==> src/rtl/dsd_pkg.sv <==
`timescale 1ns / 1ps

package dsd_pkg;

  // Number of distinct values held per list
  localparam int CAPACITY = 32;
  // Width of a fill count that can hold CAPACITY itself
  localparam int CNT_W    = $clog2(CAPACITY + 1);
  localparam int VAL_W    = 32;
  localparam int DCNT_W   = 6;

  typedef struct packed {
    logic signed [VAL_W-1:0] value;
    logic                    is_last;
  } in_item_t;

  typedef struct packed {
    logic signed [VAL_W-1:0] value_res;
    logic                    is_last_res;
    logic [DCNT_W-1:0]       distinct_count;
    logic                    overflowed;
  } out_item_t;

  // Control broadcast to every cell of the chain
  typedef struct packed {
    logic                    ins_en;
    logic                    shift_en;
    logic signed [VAL_W-1:0] new_value;
  } cell_ctrl_t;

endpackage

==> src/rtl/dsd_cell.sv <==
`timescale 1ns / 1ps

// One slot of the sorted chain. Slots hold values in descending order,
// valid slots form a prefix. On insert a slot takes the new value or its
// upper neighbour's value; on drain it takes its lower neighbour's value.
module dsd_cell (
  input  logic                               clk,
  input  logic                               rst_n,
  input  dsd_pkg::cell_ctrl_t                ctrl,
  input  logic                               prev_take,
  input  logic                               prev_valid,
  input  logic signed [dsd_pkg::VAL_W-1:0]   prev_value,
  input  logic                               next_valid,
  input  logic signed [dsd_pkg::VAL_W-1:0]   next_value,
  output logic                               take,
  output logic                               match,
  output logic                               valid,
  output logic signed [dsd_pkg::VAL_W-1:0]   value
);

  logic                             valid_r;
  logic                             valid_nxt;
  logic signed [dsd_pkg::VAL_W-1:0] value_r;
  logic signed [dsd_pkg::VAL_W-1:0] value_nxt;

  // New value belongs at or above this slot
  assign take  = !valid_r || (ctrl.new_value > value_r);
  assign match = valid_r && (ctrl.new_value == value_r);
  assign valid = valid_r;
  assign value = value_r;

  always_comb begin
    valid_nxt = valid_r;
    value_nxt = value_r;
    if (ctrl.shift_en) begin
      valid_nxt = next_valid;
      value_nxt = next_value;
    end else if (ctrl.ins_en && take) begin
      // slot above also moves down: inherit its entry
      if (prev_take) begin
        valid_nxt = prev_valid;
        value_nxt = prev_value;
      end else begin
        valid_nxt = 1'b1;
        value_nxt = ctrl.new_value;
      end
    end
  end

  always_ff @(posedge clk) begin
    if (!rst_n) begin
      valid_r <= 1'b0;
    end else begin
      valid_r <= valid_nxt;
    end
  end

  always_ff @(posedge clk) begin
    value_r <= value_nxt;
  end

endmodule

==> src/rtl/distinct_sort_descending_unit.sv <==
`timescale 1ns / 1ps

// Elements are taken one per cycle into a sorted insertion chain of CAPACITY cells.
// On the last request of a list the state moves to drain; the first result is then
// registered, and the N distinct values follow one per cycle (output stalls add cycles);
// the chain drains through cell 0, and input is refused until the last result is registered.
// Synchronous active-low reset empties the chain and clears count and overflow.
module distinct_sort_descending_unit (
  input  logic                clk,
  input  logic                rst_n,
  input  logic                in_valid,
  output logic                in_ready,
  input  dsd_pkg::in_item_t   in_data,
  output logic                out_valid,
  input  logic                out_ready,
  output dsd_pkg::out_item_t  out_data
);

  typedef enum logic [1:0] {
    ST_ACCEPT = 2'b01,
    ST_DRAIN  = 2'b10
  } state_t;

  localparam logic [dsd_pkg::CNT_W-1:0] CNT_ONE  = dsd_pkg::CNT_W'(1);
  localparam logic [dsd_pkg::CNT_W-1:0] CNT_FULL = dsd_pkg::CNT_W'(dsd_pkg::CAPACITY);

  state_t                       state_r, state_nxt;
  logic [dsd_pkg::CNT_W-1:0]    count_r, count_nxt;
  logic [dsd_pkg::CNT_W-1:0]    rem_r, rem_nxt;
  logic [dsd_pkg::CNT_W-1:0]    total_r, total_nxt;
  logic                         ovf_r, ovf_nxt;
  logic                         out_valid_r, out_valid_nxt;
  dsd_pkg::out_item_t           out_data_r, out_data_nxt;

  dsd_pkg::cell_ctrl_t                ctrl;
  logic [dsd_pkg::CAPACITY-1:0]       take_v;
  logic [dsd_pkg::CAPACITY-1:0]       match_v;
  logic [dsd_pkg::CAPACITY-1:0]       valid_v;
  logic signed [dsd_pkg::VAL_W-1:0]   value_a [dsd_pkg::CAPACITY];

  logic in_fire;
  logic dup;
  logic full;
  logic load;
  logic new_ovf;

  assign in_ready  = (state_r == ST_ACCEPT);
  assign in_fire   = in_valid && in_ready;
  assign dup       = |match_v;
  assign full      = (count_r == CNT_FULL);
  assign new_ovf   = in_fire && !dup && full;
  assign load      = (state_r == ST_DRAIN) && (!out_valid_r || out_ready);
  assign out_valid = out_valid_r;
  assign out_data  = out_data_r;

  // Broadcast to the chain
  assign ctrl.ins_en    = in_fire && !dup && !full;
  assign ctrl.shift_en  = load;
  assign ctrl.new_value = in_data.value;

  // Chain of cells
  for (genvar i = 0; i < dsd_pkg::CAPACITY; i++) begin : g_cell
    logic                             p_take;
    logic                             p_valid;
    logic signed [dsd_pkg::VAL_W-1:0] p_value;
    logic                             n_valid;
    logic signed [dsd_pkg::VAL_W-1:0] n_value;

    if (i == 0) begin : g_head
      assign p_take  = 1'b0;
      assign p_valid = 1'b0;
      assign p_value = '0;
    end else begin : g_body
      assign p_take  = take_v[i-1];
      assign p_valid = valid_v[i-1];
      assign p_value = value_a[i-1];
    end

    if (i == dsd_pkg::CAPACITY - 1) begin : g_tail
      assign n_valid = 1'b0;
      assign n_value = '0;
    end else begin : g_inner
      assign n_valid = valid_v[i+1];
      assign n_value = value_a[i+1];
    end

    dsd_cell u_cell (
      .clk        (clk),
      .rst_n      (rst_n),
      .ctrl       (ctrl),
      .prev_take  (p_take),
      .prev_valid (p_valid),
      .prev_value (p_value),
      .next_valid (n_valid),
      .next_value (n_value),
      .take       (take_v[i]),
      .match      (match_v[i]),
      .valid      (valid_v[i]),
      .value      (value_a[i])
    );
  end

  // Control: fill count, drain sequencing, output register
  always_comb begin
    state_nxt     = state_r;
    count_nxt     = count_r;
    rem_nxt       = rem_r;
    total_nxt     = total_r;
    ovf_nxt       = ovf_r | new_ovf;
    out_valid_nxt = out_valid_r && !out_ready;
    out_data_nxt  = out_data_r;

    case (state_r)
      ST_ACCEPT: begin
        if (in_fire) begin
          if (ctrl.ins_en) begin
            count_nxt = count_r + CNT_ONE;
          end
          if (in_data.is_last) begin
            rem_nxt   = ctrl.ins_en ? count_r + CNT_ONE : count_r;
            total_nxt = ctrl.ins_en ? count_r + CNT_ONE : count_r;
            state_nxt = ST_DRAIN;
          end
        end
      end
      ST_DRAIN: begin
        if (load) begin
          out_valid_nxt               = 1'b1;
          out_data_nxt.value_res      = value_a[0];
          out_data_nxt.is_last_res    = (rem_r == CNT_ONE);
          out_data_nxt.distinct_count = dsd_pkg::DCNT_W'(total_r);
          out_data_nxt.overflowed     = ovf_r;
          rem_nxt                     = rem_r - CNT_ONE;
          if (rem_r == CNT_ONE) begin
            // list done: ready for the next one
            state_nxt = ST_ACCEPT;
            count_nxt = '0;
            ovf_nxt   = 1'b0;
          end
        end
      end
      default: begin
        state_nxt = ST_ACCEPT;
      end
    endcase
  end

  always_ff @(posedge clk) begin
    if (!rst_n) begin
      state_r     <= ST_ACCEPT;
      count_r     <= '0;
      rem_r       <= '0;
      total_r     <= '0;
      ovf_r       <= 1'b0;
      out_valid_r <= 1'b0;
    end else begin
      state_r     <= state_nxt;
      count_r     <= count_nxt;
      rem_r       <= rem_nxt;
      total_r     <= total_nxt;
      ovf_r       <= ovf_nxt;
      out_valid_r <= out_valid_nxt;
    end
  end

  always_ff @(posedge clk) begin
    out_data_r <= out_data_nxt;
  end

endmodule
==> config.mk <==
export PLATFORM = sky130hd
export DESIGN_NAME = distinct_sort_descending_unit
export DESIGN_NICKNAME = d
export VERILOG_FILES = /design/src/rtl/dsd_pkg.sv /design/src/rtl/dsd_cell.sv /design/src/rtl/distinct_sort_descending_unit.sv
export SDC_FILE = /design/constraint.sdc
export NUM_CORES = 2
export LEC_CHECK = 0
export ABC_AREA = 1
export BUFFER_PORTS_ARGS = -buffer_cell sky130_fd_sc_hd__buf_2
export CORE_MARGIN = 3
export CORE_UTILIZATION = 38
export DETAILED_ROUTE_END_ITERATION = 8
export SYNTH_ARGS = -nofsm -noshare
export SYNTH_HDL_FRONTEND = slang
export SYNTH_HIERARCHICAL = 1
export SYNTH_SLANG_ARGS = --single-unit
==> constraint.sdc <==
create_clock -name clk -period 11.3 [get_ports clk]
set_input_delay 2.26 -clock clk [delete_from_list [all_inputs] [get_ports clk]]
set_output_delay 2.26 -clock clk [all_outputs]
set_load 0.01 [all_outputs]
* Word level (Yosys, flattened, before mapping) *
Cells that the tools add are included.
Widths: inputs -> output; s select.

word-level totals
  latch bits = 0
  RAM bits = 0
  output and inout bits = 42
  input bits = 37
  word-level logic and storage cells = 533
  bits in read-only memories = 0
  bits in registers = 1118
  memories = 0

cells by class
  bitwise operators = 2
  div/mod/pow operators = 0
  mux-type cells = 205
  $lt $le $gt $ge = 32
  reductions and logical operators = 178
  eq/ne operators = 40
  $add $sub $neg = 2
  shift-type cells = 0
  multiply operators = 0

operators with widths
  operator             count
  $mux 32              93
  $eq 32x32->1         32
  $gt 32x32->1         32
  $mux 1               98
  $logic_and 1x1->1    70
  $reduce_bool 2->1    32
  $mux 6               7
  $logic_not 1->1      36
  $logic_or 1x1->1     33
  $reduce_or 32->1     1
  $pmux 6 s2           2
  $reduce_and 4->1     3
  $mux 2               4
  $add 6x1->6 const B  1
  $eq 6x1->1 const B   1
  $eq 6x6->1 const B   1
  $ne 2x1->1 const B   3
  $sub 6x1->6 const B  1
  $pmux 2 s2           1
  $reduce_and 3->1     1
  $eq 2x1->1 const B   1
  $eq 2x2->1 const B   1
  $ne 2x2->1 const B   1
  $reduce_and 2->1     1
  3 further kinds      3

* Logic depth before layout (Yosys ltp) *
  word-level depth = 10
  depth in mapped cells = 21
  depth with buffers taken out = 20

* Cells and area by module *
The synthesis kept the hierarchy.

by module, submodules not included
  module                           area an instance (um2)  instances  seq. area each (um2)  cells an instance
  dsd_cell (g_cell[0].u_cell ...)  2583.7                  31         980.9                 339
  distinct_sort_descending_unit    2677.6                  1          1641.6                285
  dsd_cell (g_cell[19].u_cell)     2592.5                  1          980.9                 338

* Least setup slack after synthesis *
OpenSTA, ideal clock, no wires.

  kind = input-to-reg
  start point = input port in_data[32] (netlist name)
  end point = register g_cell[0].u_cell.value_r (netlist bit g_cell[0].u_cell/value[0]) (enable)
  required time = 10.924 ns
  setup slack = 3.701 ns
  cell stages on the path = 13
  data arrival time = 7.224 ns
  setup time = 0.376 ns
  path buffers = 0
  cells stage by stage = ha_1 > nand2_2 > nor2_2 > nand2_2 > nor2_2 > and3_2 > nor2_1 > nand4_1 > nor2_1 > nand2_1 > nor2_1 > nand3_2 > nand2_2

RTL lines
  element               line                                 RTL
  from (decl)           distinct_sort_descending_unit.sv:13  input dsd_pkg::in_item_t in_data,
  to (signal assigned)  dsd_cell.sv:59                       value_r <= value_nxt;
  to (decl)             dsd_cell.sv:23                       logic signed [dsd_pkg::VAL_W-1:0] value_r;

==> results_dict.tcl <==
set metrics [dict create \
    dp_hpwl_mm 227 \
    cp_max_fo 40 \
    wl_met3_mm 37.1 \
    cts_setup_buffers 0 \
    ir_drop_v 0.000168 \
    setup_tns_ns 0 \
    r2r_start "g_cell[25].u_cell/value[15]" \
    start_kind "input pin" \
    grt_pass1_vias 75100 \
    min_from "total_r[3]" \
    regToRegEndpoint "g_cell[30].u_cell/value[10]" \
    grt_setup_unrepaired "no" \
    maxCapViolCount 0 \
    track_usage 0.268 \
    place.gp.congestion 0.938 \
    routed_wl_mm 320 \
    power_per_cell_area_mw_per_mm2 168 \
    wire_per_inst_um 22.6 \
    antenna_found_initial 11 \
    firstDrtPassIters 7 \
    hold_violations 0 \
    drt_iter0_markers 9854 \
    critPathMaxStageDelay_ns 0.78 \
    cts_buffer_depth 3 \
    postPlaceCellArea_mm2 0.0893 \
    slew_violations 0 \
    min_period_ns 8.07 \
    clock_sink_count 1118 \
    cp_cell_sequence "buf_4 -> buf_4 -> ha_1 -> nand2_1 -> nor2_1 -> nand2_2 -> nor2_2 -> and3_2 -> nor2_1 -> nand4_1 -> nor2_1 -> nand2_1 -> nor2_4 -> buf_4 -> buf_4 -> nand3_2 -> nand2_2" \
    status "complete, no violations" \
    wl_met1_mm 143 \
    vias 79700 \
    initial_core_util 0.383 \
    cts_buffers 143 \
    clk_latency_ns 0.82 \
    fin_crit_sh 0.714 \
    final_cell_mix "2,514 x a21oi_1, 2,218 x nand2_1, 1,438 x nor2_1, 1,348 x inv_1, 1,064 x edfxtp_1" \
    cp-end-kind "register" \
    dieArea_mm2 0.230 \
    postRouteAntennaNets 0 \
    clkTransAtPathRegs_ns 0.06 \
    die_y_um 480 \
    drc_errors 0 \
    hold-path-cell-count 0 \
    portBuffers 78 \
    num_rows 173 \
    fmax_mhz 124 \
    worst_slew_pin_slew_ns 1.19 \
    gr-total-overflow 0 \
    cts-resized-gates 0 \
    grt_pass1_wl_mm 476 \
    cp.required_ns 11.71 \
    setup_viol 0 \
    grt_max_degree 158 \
    drive_gt1_frac 0.0832 \
    cts_hold_buf 0 \
    holdPathEnd "out_data[4]" \
    core_mm2 0.223 \
    power.leakage_nw 42.1 \
    met2_length_mm 130 \
    final_common_cell "a21oi_1" \
    ff2ff_setup_slack_ns 5.39 \
    syn_area_per_cell_um2 7.67 \
    cpMaxStageDelayCell "buf_4" \
    die-width_um 480 \
    cts-root-buf "clkbuf_16" \
    fin_worst_skew_ns 0.0376 \
    cts_tree "yes" \
    yosysWarnings 6 \
    fin_nets 12200 \
    synthCells 11100 \
    fin_area_mm2 0.0939 \
    crit_top_cell "buf_4" \
    io-pin-count 79 \
    ff2ff_path_depth 16 \
    routed.top_layer "met5" \
    htree_levels 4 \
    area_growth_pct 9.99 \
    crit_arrival_ns 8.48 \
    avgViaCountPerCell 5.62 \
    timing.max_slew.rel_slack 0.207 \
    crit_type "input pin to register" \
    synth.cell_area_mm2 0.0853 \
    hold_class "register to register" \
]
## per-stage QoR
step	setup slack [ns]	cells	util	total power [W]	hold WS, ns
floorplan	3.70	11200	-	0.00931	0.409
global placement	2.73	13900	0.401	0.0110	0.424
detailed placement	2.63	13900	0.401	0.0111	0.429
CTS	3.49	14200	0.421	0.0157	0.443
global route	3.02	14200	0.421	0.0166	0.455
finish	3.23	14200	0.421	0.0158	0.440
## worst max-delay path by stage
stage           startpoint                           to  slack [ns]
6_report       in_data[26]  g_cell[30].u_cell/value[10]        3.23
5_1_grt        in_data[28]  g_cell[30].u_cell/value[10]        3.02
2_1_floorplan  in_data[32]    g_cell[0].u_cell/value[0]        3.70
4_1_cts        in_data[28]  g_cell[30].u_cell/value[10]        3.49
3_5_place_dp   in_data[28]  g_cell[30].u_cell/value[15]        2.63
3_3_place_gp   in_data[26]  g_cell[30].u_cell/value[13]        2.73
## final cells by class
| cell class | count | area, um2 |
|---|---|---|
| fill | 22200 | 129000 |
| clock buffer | 189 | 3980 |
| timing repair buffer | 204 | 1500 |
| multi-input combinational | 8114 | 45300 |
| inverter | 1510 | 5670 |
| antenna | 8 | 20.0 |
| sequential | 1118 | 33000 |
| clock inverter | 73 | 588 |
| tap | 2975 | 3720 |
## power breakdown
group          internal [W]  switching, W  leakage (nW)  total [W]
clock network       0.00260       0.00196          2.24    0.00456
registers           0.00563      0.000888          10.6    0.00652
logic               0.00164       0.00306          29.3    0.00470
total               0.00987       0.00590          42.1     0.0158
## critical path: cells and delay by family
family                     cells  cell delay [ns]
buffers and inverters          4             2.46
adders and majority gates      1             0.38
and+or+nand+nor               12             3.12
## sequential cells by signal, indices dropped and copies added, names as in the netlist
signal / flops
g_cell.u_cell/value: 1024
out_data: 40
g_cell.u_cell/valid: 32
count_r: 6
rem_r: 6
total_r: 6
state_r: 2
out_valid: 1
ovf_r: 1
## routing by layer
layer,up-vias,track usage
met2,4334,0.379
met4,10,0.0911
met5,-,0
li1,37100,-
met3,550,0.0602
met1,37700,0.399
Note: power is estimated with default switching activity, not from simulation.
